## config.mk

```make
export PLATFORM = sky130hd
export DESIGN_NAME = two_key_priority_queue_core
export DESIGN_NICKNAME = d
export VERILOG_FILES = /design/src/rtl/core/tkpq_pkg.sv /design/src/rtl/core/tkpq_ram.sv /design/src/rtl/core/two_key_priority_queue_core.sv
export SDC_FILE = /design/constraint.sdc
export NUM_CORES = 2
export LEC_CHECK = 0
export BUFFER_PORTS_ARGS = -buffer_cell sky130_fd_sc_hd__buf_2
export CORE_UTILIZATION = 56
export DETAILED_ROUTE_END_ITERATION = 8
export GPL_ROUTABILITY_DRIVEN = 0
export MAX_ROUTING_LAYER = met4
export PLACE_DENSITY = 0.72
export RECOVER_POWER = 100
export SYNTH_ARGS = -nofsm -noshare
export SYNTH_HDL_FRONTEND = slang
export SYNTH_SLANG_ARGS = --single-unit
```

## constraint.sdc

```tcl
create_clock -name i_clk -period 5.66 [get_ports i_clk]
set_clock_uncertainty 0.15 [all_clocks]
set_input_delay 0.566 -clock i_clk [delete_from_list [all_inputs] [get_ports i_clk]]
set_output_delay 0.566 -clock i_clk [all_outputs]
set_load 0.01 [all_outputs]
```

## src/rtl/core/tkpq_pkg.sv

```systemverilog
package tkpq_pkg;

    localparam int DEF_CAPACITY = 16;

    typedef enum logic {
        FUNC_INSERT = 1'b0,
        FUNC_REMOVE = 1'b1
    } t_func;

    typedef enum logic [1:0] {
        STAT_INSERTED = 2'd0,
        STAT_REMOVED  = 2'd1,
        STAT_EMPTY    = 2'd2,
        STAT_FULL     = 2'd3
    } t_status;

    typedef struct packed {
        t_func       func;
        logic [31:0] entry_id;
        logic [7:0]  entry_priority;
        logic [31:0] entry_time;
    } t_request;

    typedef struct packed {
        t_status     status;
        logic [31:0] out_id;
        logic [7:0]  out_priority;
    } t_result;

    typedef struct packed {
        logic [31:0] id;
        logic [7:0]  pri;
        logic [31:0] stamp;
    } t_slot;

    // True when slot a is served before slot b; a_seq_lt tells whether a arrived first.
    function automatic logic goes_first(t_slot a, t_slot b, logic a_seq_lt);
        logic result;
        if (a.pri != b.pri) begin
            result = (a.pri > b.pri);
        end else if (a.stamp != b.stamp) begin
            result = (a.stamp < b.stamp);
        end else begin
            result = a_seq_lt;
        end
        return result;
    endfunction

endpackage

```

## src/rtl/core/tkpq_ram.sv

```systemverilog
module tkpq_ram #(
    parameter int WIDTH = 8,
    parameter int DEPTH = 16,
    parameter int AW    = (DEPTH > 1) ? $clog2(DEPTH) : 1
) (
    input  logic             i_clk,
    input  logic             i_we,
    input  logic [AW-1:0]    i_waddr,
    input  logic [WIDTH-1:0] i_wdata,
    input  logic [AW-1:0]    i_raddr,
    output logic [WIDTH-1:0] o_rdata
);

    logic [WIDTH-1:0] r_mem [DEPTH];
    logic [WIDTH-1:0] r_rdata;

    always_ff @(posedge i_clk) begin
        if (i_we) begin
            r_mem[i_waddr] <= i_wdata;
        end
        r_rdata <= r_mem[i_raddr];
    end

    assign o_rdata = r_rdata;

endmodule

```

## src/rtl/core/two_key_priority_queue_core.sv

```systemverilog
// Bounded priority queue of up to CAPACITY entries held in one single-port-read RAM.
// A request is taken when start is high and busy is low. An insert, a remove on an
// empty queue and an insert on a full queue are answered without busy going high. A
// remove keeps busy high for two passes (one for a single entry): the RAM read port
// delivers one entry per cycle to a single comparator that finds the best entry, then
// a second pass through the read port renumbers the arrival ranks and moves the last
// entry into the freed slot. Every request gives one result on o_res, marked by
// o_strobe for exactly one cycle; the receiver cannot stall it and must take it in
// that cycle. A remove result appears right after its scan pass, while the renumbering
// pass, if there is one, still runs.
module two_key_priority_queue_core #(
    parameter int CAPACITY = tkpq_pkg::DEF_CAPACITY
) (
    input  logic               i_clk,
    input  logic               i_rst_n,
    input  logic               start,
    output logic               busy,
    input  tkpq_pkg::t_request i_req,
    output logic               o_strobe,
    output tkpq_pkg::t_result  o_res
);

    localparam int IDX_W  = (CAPACITY > 1) ? $clog2(CAPACITY) : 1;
    localparam int CNT_W  = $clog2(CAPACITY + 1);
    localparam int SEQ_W  = IDX_W;
    localparam int SLOT_W = $bits(tkpq_pkg::t_slot);
    localparam int RAM_W  = SLOT_W + SEQ_W;

    typedef enum logic [4:0] {
        S_IDLE     = 5'b00001,
        S_SCAN     = 5'b00010,
        S_TAIL     = 5'b00100,
        S_FIX      = 5'b01000,
        S_FIX_TAIL = 5'b10000
    } t_state;

    t_state               r_state, n_state;
    logic [CNT_W-1:0]     r_count, n_count;
    logic [IDX_W-1:0]     r_idx, n_idx;
    logic [IDX_W-1:0]     r_last, n_last;
    logic                 r_dv, n_dv;
    logic [IDX_W-1:0]     r_didx, n_didx;
    tkpq_pkg::t_slot      r_best_slot, n_best_slot;
    logic [SEQ_W-1:0]     r_best_seq, n_best_seq;
    logic [IDX_W-1:0]     r_best_idx, n_best_idx;
    tkpq_pkg::t_slot      r_last_slot, n_last_slot;
    logic [SEQ_W-1:0]     r_last_seq, n_last_seq;
    logic                 r_strobe, n_strobe;
    tkpq_pkg::t_result    r_res, n_res;

    logic                 ram_we;
    logic [IDX_W-1:0]     ram_waddr;
    logic [RAM_W-1:0]     ram_wdata;
    logic [RAM_W-1:0]     ram_rdata;
    tkpq_pkg::t_slot      rd_slot;
    logic [SEQ_W-1:0]     rd_seq;
    logic                 cand_wins;
    tkpq_pkg::t_slot      fx_slot;
    logic [SEQ_W-1:0]     fx_seq;
    tkpq_pkg::t_slot      in_slot;
    logic                 accept;

    tkpq_ram #(
        .WIDTH (RAM_W),
        .DEPTH (CAPACITY),
        .AW    (IDX_W)
    ) u_ram (
        .i_clk   (i_clk),
        .i_we    (ram_we),
        .i_waddr (ram_waddr),
        .i_wdata (ram_wdata),
        .i_raddr (r_idx),
        .o_rdata (ram_rdata)
    );

    assign busy     = (r_state != S_IDLE);
    assign accept   = start && !busy;
    assign o_strobe = r_strobe;
    assign o_res    = r_res;

    assign rd_slot = tkpq_pkg::t_slot'(ram_rdata[RAM_W-1:SEQ_W]);
    assign rd_seq  = ram_rdata[SEQ_W-1:0];

    assign in_slot = {i_req.entry_id, i_req.entry_priority, i_req.entry_time};

    assign cand_wins = (r_didx == '0)
                    || tkpq_pkg::goes_first(rd_slot, r_best_slot, rd_seq < r_best_seq);

    always_comb begin
        fx_slot = (r_didx == r_best_idx) ? r_last_slot : rd_slot;
        fx_seq  = (r_didx == r_best_idx) ? r_last_seq : rd_seq;
        if (fx_seq > r_best_seq) begin
            fx_seq = fx_seq - 1'b1;
        end
    end

    always_comb begin
        n_state     = r_state;
        n_count     = r_count;
        n_idx       = r_idx;
        n_last      = r_last;
        n_dv        = 1'b0;
        n_didx      = r_idx;
        n_best_slot = r_best_slot;
        n_best_seq  = r_best_seq;
        n_best_idx  = r_best_idx;
        n_last_slot = r_last_slot;
        n_last_seq  = r_last_seq;
        n_strobe    = 1'b0;
        n_res       = r_res;
        ram_we      = 1'b0;
        ram_waddr   = r_didx;
        ram_wdata   = {fx_slot, fx_seq};

        if ((r_state == S_SCAN || r_state == S_TAIL) && r_dv) begin
            if (cand_wins) begin
                n_best_slot = rd_slot;
                n_best_seq  = rd_seq;
                n_best_idx  = r_didx;
            end
            if (r_didx == r_last) begin
                n_last_slot = rd_slot;
                n_last_seq  = rd_seq;
            end
        end

        case (r_state)
            S_IDLE: begin
                if (accept) begin
                    n_strobe           = 1'b1;
                    n_res.out_id       = '0;
                    n_res.out_priority = '0;
                    if (i_req.func == tkpq_pkg::FUNC_INSERT) begin
                        if (r_count == CNT_W'(CAPACITY)) begin
                            n_res.status = tkpq_pkg::STAT_FULL;
                        end else begin
                            n_res.status = tkpq_pkg::STAT_INSERTED;
                            ram_we       = 1'b1;
                            ram_waddr    = IDX_W'(r_count);
                            ram_wdata    = {in_slot, SEQ_W'(r_count)};
                            n_count      = r_count + 1'b1;
                        end
                    end else if (r_count == '0) begin
                        n_res.status = tkpq_pkg::STAT_EMPTY;
                    end else begin
                        n_strobe = 1'b0;
                        n_last   = IDX_W'(r_count - 1'b1);
                        n_idx    = '0;
                        n_state  = S_SCAN;
                    end
                end
            end
            S_SCAN: begin
                n_dv   = 1'b1;
                n_didx = r_idx;
                if (r_idx == r_last) begin
                    n_state = S_TAIL;
                end else begin
                    n_idx = r_idx + 1'b1;
                end
            end
            S_TAIL: begin
                n_strobe           = 1'b1;
                n_res.status       = tkpq_pkg::STAT_REMOVED;
                n_res.out_id       = n_best_slot.id;
                n_res.out_priority = n_best_slot.pri;
                n_count            = CNT_W'(r_last);
                n_idx              = '0;
                if (r_last == '0) begin
                    n_state = S_IDLE;
                end else begin
                    n_state = S_FIX;
                end
            end
            S_FIX: begin
                ram_we = r_dv;
                n_dv   = 1'b1;
                n_didx = r_idx;
                if (r_idx == r_last - 1'b1) begin
                    n_state = S_FIX_TAIL;
                end else begin
                    n_idx = r_idx + 1'b1;
                end
            end
            S_FIX_TAIL: begin
                ram_we  = r_dv;
                n_state = S_IDLE;
            end
            default: begin
                n_state = S_IDLE;
            end
        endcase
    end

    always_ff @(posedge i_clk) begin
        if (!i_rst_n) begin
            r_state  <= S_IDLE;
            r_count  <= '0;
            r_dv     <= 1'b0;
            r_strobe <= 1'b0;
        end else begin
            r_state  <= n_state;
            r_count  <= n_count;
            r_dv     <= n_dv;
            r_strobe <= n_strobe;
        end
    end

    always_ff @(posedge i_clk) begin
        r_idx       <= n_idx;
        r_last      <= n_last;
        r_didx      <= n_didx;
        r_best_slot <= n_best_slot;
        r_best_seq  <= n_best_seq;
        r_best_idx  <= n_best_idx;
        r_last_slot <= n_last_slot;
        r_last_seq  <= n_last_seq;
        r_res       <= n_res;
    end

endmodule
```

; Yosys cells after proc, flatten, opt, wreduce, memory -nomap -nowiden
; Memories as Yosys holds them, arrays and structs flattened. A register that Yosys moved wholly into a read port is not among the register bits.
; Index checks and enable logic that the tools add are counted.
[word_totals]
inputBits = 76
word_cells = 121
mem_count = 1
mem_bits_rw = 1216
regBits = 222
out_inout_bits = 44
[memory_table]
columns = name, words, width, read_ports, rd_clocked_by_memory_dff, wr, line_no
row1 = u_ram.r_mem, 16, 76, 1, 1, 1, tkpq_ram.sv:14  ; logic [WIDTH-1:0] r_mem [DEPTH];
[classes]
n_mux = 48
addsub = 5
n_lt_le_gt_ge = 4
n_eq_ne = 23
reduce_logical = 20
bitwise_logic = 1
[op_table]
columns = cell, n
row1 = 76-bit 2-to-1 mux, 4
row2 = 72-bit 2-to-1 mux, 3
row3 = 42-bit case mux with 2 select lines, 1
row4 = 4-bit 2-to-1 mux, 12
row5 = 42-bit 2-to-1 mux, 1
row6 = 5-bit 2-to-1 mux, 8
row7 = 32-bit < comparator, 1
row8 = 32-bit inequality test, 1
row9 = 5-bit case mux with 4 select lines, 1
row10 = 4-bit == test, 4
row11 = 2-bit inequality test (second input constant), 8
row12 = 4-bit case mux with 4 select lines, 1
row13 = 4-bit by 1-bit subtractor with 4-bit output (second input constant), 3
row14 = 1-bit 2-to-1 mux, 11
row15 = 5-bit == test (second input constant), 2
row16 = 5-bit case mux with 2 select lines, 1
row17 = 8-bit > comparator, 1
row18 = 4-bit zero test, 2
row19 = 8-bit inequality test, 1
row20 = 4-bit AND reduction, 2
row21 = 2-bit 2-to-1 mux, 3
row22 = 2-bit AND reduction, 3
row23 = 6-bit AND reduction, 1
row24 = 5-bit by 1-bit adder with 5-bit output (second input constant), 1
row25 = other kinds (21), 25

; Logic depth before layout (Yosys ltp)
[logic_depth]
depth_word = 8
ltp_mapped = 12
mapped_depth_nobuf = 12

; Hierarchy
; Synthesis repeated with hierarchy kept, for this count alone.
[unflattened]
cells_unflattened = 2906
hier_area_um2 = 57925.6
[by_module_without_submodules]
columns = module, n_inst, cells_per_inst, seq_area_each_um2, area_per_inst_um2
row1 = tkpq_ram, 1, 1952, 38036.5, 46982.6
row2 = two_key_priority_queue_core, 1, 954, 6105.9, 10943.0

; Least setup slack after synthesis
; Ideal clock, no wire load.
[synth_path]
path_type = reg-to-reg
startpoint = reg r_count[0]
endpoint = mem u_ram.r_mem[3][0] in the netlist's numbering, enable pin
setup_time_ns = 0.511
path_buffers = 1
t_arrival_ns = 4.830
path_slack_ns = 0.169
path_stages_with_launch = 9
period_less_slack_ns = 5.491
required_time_ns = 4.999
cell_sequence = dfxtp_1 > inv_1 > ha_1 > and3_1 > nor2_2 > buf_2 > nand2_1 > o22a_1 > nor2_1
[synth_between]
elab_chain_cells = 7
elab_cells_between_ends = 11
classes_between = 1 x eq/ne / 10 x mux
[synth_lines]
columns = item, line_no
row1 = from (decl), two_key_priority_queue_core.sv:38  ; logic [CNT_W-1:0] r_count, n_count;
row2 = from (signal assigned), two_key_priority_queue_core.sv:203  ; r_count <= n_count;
row3 = 5-bit == test, two_key_priority_queue_core.sv:134  ; if (r_count == CNT_W'(CAPACITY)) begin
row4 = 1-bit 2-to-1 mux, two_key_priority_queue_core.sv:134
row5 = 1-bit 2-to-1 mux, two_key_priority_queue_core.sv:133  ; if (i_req.func == tkpq_pkg::FUNC_INSERT) begin
row6 = 1-bit 2-to-1 mux, two_key_priority_queue_core.sv:129  ; if (accept) begin
row7 = 1-bit case mux with 2 select lines, two_key_priority_queue_core.sv:127  ; case (r_state)
row8 = 1-bit 2-to-1 mux, tkpq_ram.sv:18  ; if (i_we) begin
row9 = 1-bit 2-to-1 mux (not written as such), tkpq_ram.sv:19  ; r_mem[i_waddr] <= i_wdata;
row10 = to (decl), tkpq_ram.sv:14
; Several ways; a longest one is shown, not always the timed one.

; Worst setup path in the final report
[layout_path]
startpoint = reg r_state[1]
endpoint = mem u_ram.r_mem[1][16] in the netlist's numbering, enable pin
[layout_between]
elab_chain_cells = 7
elab_cells_between_ends = 13
classes_between = 4 x eq/ne / 6 x mux / 3 x reduce/logical
[layout_lines]
columns = item, line_no
row1 = from (decl), two_key_priority_queue_core.sv:37  ; t_state r_state, n_state;
row2 = from (signal assigned), two_key_priority_queue_core.sv:202  ; r_state <= n_state;
row3 = 5-bit by 1-bit inequality test with 1-bit output, two_key_priority_queue_core.sv:76  ; assign busy = (r_state != S_IDLE);
row4 = 1-bit zero test, two_key_priority_queue_core.sv:77  ; assign accept = start && !busy;
row5 = 1-bit logical AND, two_key_priority_queue_core.sv:77
row6 = 1-bit 2-to-1 mux, two_key_priority_queue_core.sv:129
row7 = 1-bit case mux with 2 select lines, two_key_priority_queue_core.sv:127
row8 = 1-bit 2-to-1 mux, tkpq_ram.sv:18
row9 = 1-bit 2-to-1 mux (not written as such), tkpq_ram.sv:19
; Several ways; a longest one is shown, not always the timed one.

==> key figures <==
Pwr
  • Leakage power: 21.1 nW
  • P per Cell Area: 359 nW/um^2
  • Peak supply drop: 0.000288 V

Worst setup path
  • CP delay by family, top: simple AND/OR/NAND/NOR gates
  • Critical Setup Path Class: reg2reg
  • Slowest stage delay, CP: 1.30 ns
  • WP data arrival: 5.20 ns
  • CP Capture Type: flop
  • Worst reg2reg startpoint: r_state[1]$_SDFFE_PN0P_
  • CP startpoint: r_state[1]$_SDFFE_PN0P_
  • CP bufs+invs: 1
  • CP max-delay cell: nor2_2
  • Worst path required time: 5.92 ns
  • Cell breakdown of the critical path: nor4_1, nand4b_1, nor2_4, nand2_1, o22a_1, nor2_2, buf_12
  • Maximum fanout along the worst path: 34
  • Worst Setup Start Kind: flop

Synthesis
  • Main synth FF type: edfxtp_1
  • Synth warn: 0
  • Syn Inst Count: 2761
  • Ranking of synthesized cells by area: edfxtp_1, mux4_2, dfxtp_1, mux2i_1, ha_1
  • Async SR Flop Fraction: 0
  • Top cell type by total area after synthesis: edfxtp_1
  • Area of the mapped netlist: 58100 sq um
  • Distinct cells, synth: 60
  • EDFF count, synth: 1382
  • Sequential-to-total area share from yosys stat: 0.760
  • Synthesized Nets: 2891
  • Synth Area per Inst: 21.0 sq um
  • Top-area cell type share of the netlist area: 0.715
  • FF+latch count, synth: 1514

Finish
  • Commonest cells after routing, fill and taps aside: edfxtp_1, mux4_2, clkbuf_16, nand2_1, dfxtp_1
  • Layout cell share with drive strength beyond 1: 0.257
  • Commonest non-fill, non-tap cell in the layout: edfxtp_1
  • Fillers: 6683
  • Multi-input gate area: 13100 sq um
  • Post-route insts no fill: 4481
  • Design Area, Final: 65500 sq um
  • Final nets: 3116
  • Seq. cell area: 44100 sq um
  • Area delta synth->final: 12.8%

Floorplan
  • Die X: 324 um
  • Top Ports: 120
  • Die area: 105000 sq um
  • Cell Rows: 117
  • Die H: 324 um
  • Core ar.: 102000 sq um
  • Starting Density: 0.567

Routing
  • Post-Route WL: 132000 um
  • Drt wl/cell: 29.5 um
  • DR DRC count: 0
  • Vias per cell: 6.34
  • 1st-pass router iterations: 8
  • Antenna-violating nets left: 0
  • DRT iter0 DRCs: 3292
  • Vias: 28.4k

Timing
  • Hold_ws: 0.0561 ns
  • F_max: 0.202 GHz
  • Worst Tran Pin Value: 3.76 ns
  • Setup violators final: 0
  • Slew Viols, Final: 831
  • Fin crit share: 0.874
  • RSZ-0062 raised after global routing: no
  • Final TNS setup: 0 ns
  • Final Hold Vio Count: 0
  • Relative slew slack: -1.51
  • Tmin final: 4.94 ns

Clocking
  • CTS tree: yes
  • Setup bufs post-CTS: 0
  • Hold Buf Count CTS: 1
  • CTS HTree Levels: 4
  • Clk sinks: 1514
  • Cts bufs inserted: 151
  • Clk Tree Root Cell: clkbuf_16
  • Skew-Pair Late Insertion Delay: 0.76 ns
  • Worst-path clk slew: 0.06 ns
  • CTS-repair resized insts: 0
  • Max Buffers Root-to-Sink: 3

Hold path
  • Hold Path Origin: i_req[40]
  • Hold Path Class: in2reg

Placement
  • Placement Cell Area: 60800 sq um
  • PortBufs: 119
  • DP HPWL: 69300 um
  • Cells after DPL: 4197

Global route
  • Initial antenna violation count: 2
  • Number of global-route vias before repair: 29.8k
  • Total gr overflow: 0
  • First-pass GRT wire length: 196000 um
  • Largest net degree at the start of global routing: 141
  • GR Util All Layers: 0.269

Run status
  • Status: complete, but fails checks
  • Failing checks: max-capacitance violations, max-slew violations

Job
  • Max-cap violations: 40
-- registers in the layout (all words and copies together) (netlist names), 5 cells and up --
register and flops:
r_best_slot 72, o_res 42, r_state 5, r_last_slot 72
u_ram.r_mem 1216, r_count 5, u_ram.o_rdata 76
-- through the flow --
step                      setup slack [ns]  power (mW)  utilization
after global routing                 0.501        24.1        0.640
after floorplan                      0.169        13.2            -
after detailed placement             0.824        13.5        0.594
final                                0.715        23.5        0.640
after global placement                1.09        13.4        0.594
after CTS                            0.749        23.6        0.644
-- cell usage after synthesis, drive strengths merged, types with 3 or more instances --
cell type	count
o21a	3
a21oi	61
inv	54
o211a	3
nand4	14
ha	54
nor2b	7
mux2	3
xor2	16
mux2i	74
nor3	7
a211oi	3
nor2	47
dfxtp	132
xnor2	11
mux4	380
o211ai	3
nand2b	5
buf	75
o21ai	128
and3	6
nand2	145
nand3	50
a31oi	3
nor4	7
edfxtp	1382
o22ai	4
clkbuf	63
-- worst paths after layout --
path,endpoint,slack (ns),depth (start not counted)
worst max register to register,u_ram.r_mem[1][16]$_DFFE_PP_,0.72,7
worst max-delay path,u_ram.r_mem[1][16]$_DFFE_PP_,0.72,7
worst min register to register,r_last_slot[43]$_DFFE_PP_,0.30,0
worst min-delay path,u_ram.r_mem[15][44]$_DFFE_PP_,0.06,3
-- cell type report --
class	count	share of cell area
sequential	1514	0.674
tap	1368	0.0261
multi-input combinational	1055	0.200
inverter	54	0.00310
timing repair buffer	210	0.0188
clock inverter	75	0.0138
clock buffer	203	0.0643
antenna	2	0.0000764
-- worst register-to-register path: stages (launching register included) --
cell and delay [ns]:
dfxtp_1 0.43, nor4_1 0.54, nand4b_1 0.38, nor2_4 0.76, nand2_1 0.23, o22a_1 0.35
nor2_2 1.30, buf_12 0.38
-- kinds of logic (layout without fill, tap and decap cells) --
kind of cell,count (synthesis),count (layout),share of synthesized area
adder cells (fa/ha/maj),54,54,0.0116
AND/OR/NAND/NOR,298,298,0.0239
other,0,2,0
flip-flops,1514,1514,0.760
XOR/XNOR,27,27,0.00440
buffers and inverters,192,542,0.0149
multiplexers,457,457,0.161
AO/OA/AOI/OAI,219,219,0.0241
-- metal layers --
metal,vias up,track usage,share of wire
met1,15100,0.363,0.40
li1,11800,-,-
met5,-,-,0
met3,247,0.0445,0.072
met2,1268,0.427,0.50
met4,0,0.0810,0.024
-- power by group --
group,internal (mW),leakage (nW),switching (mW)
clock network,6.10,2.51,4.15
logic,0.233,4.92,0.493
registers,12.4,13.6,0.0704
No activity file was read; power rests on OpenSTA's default activity.
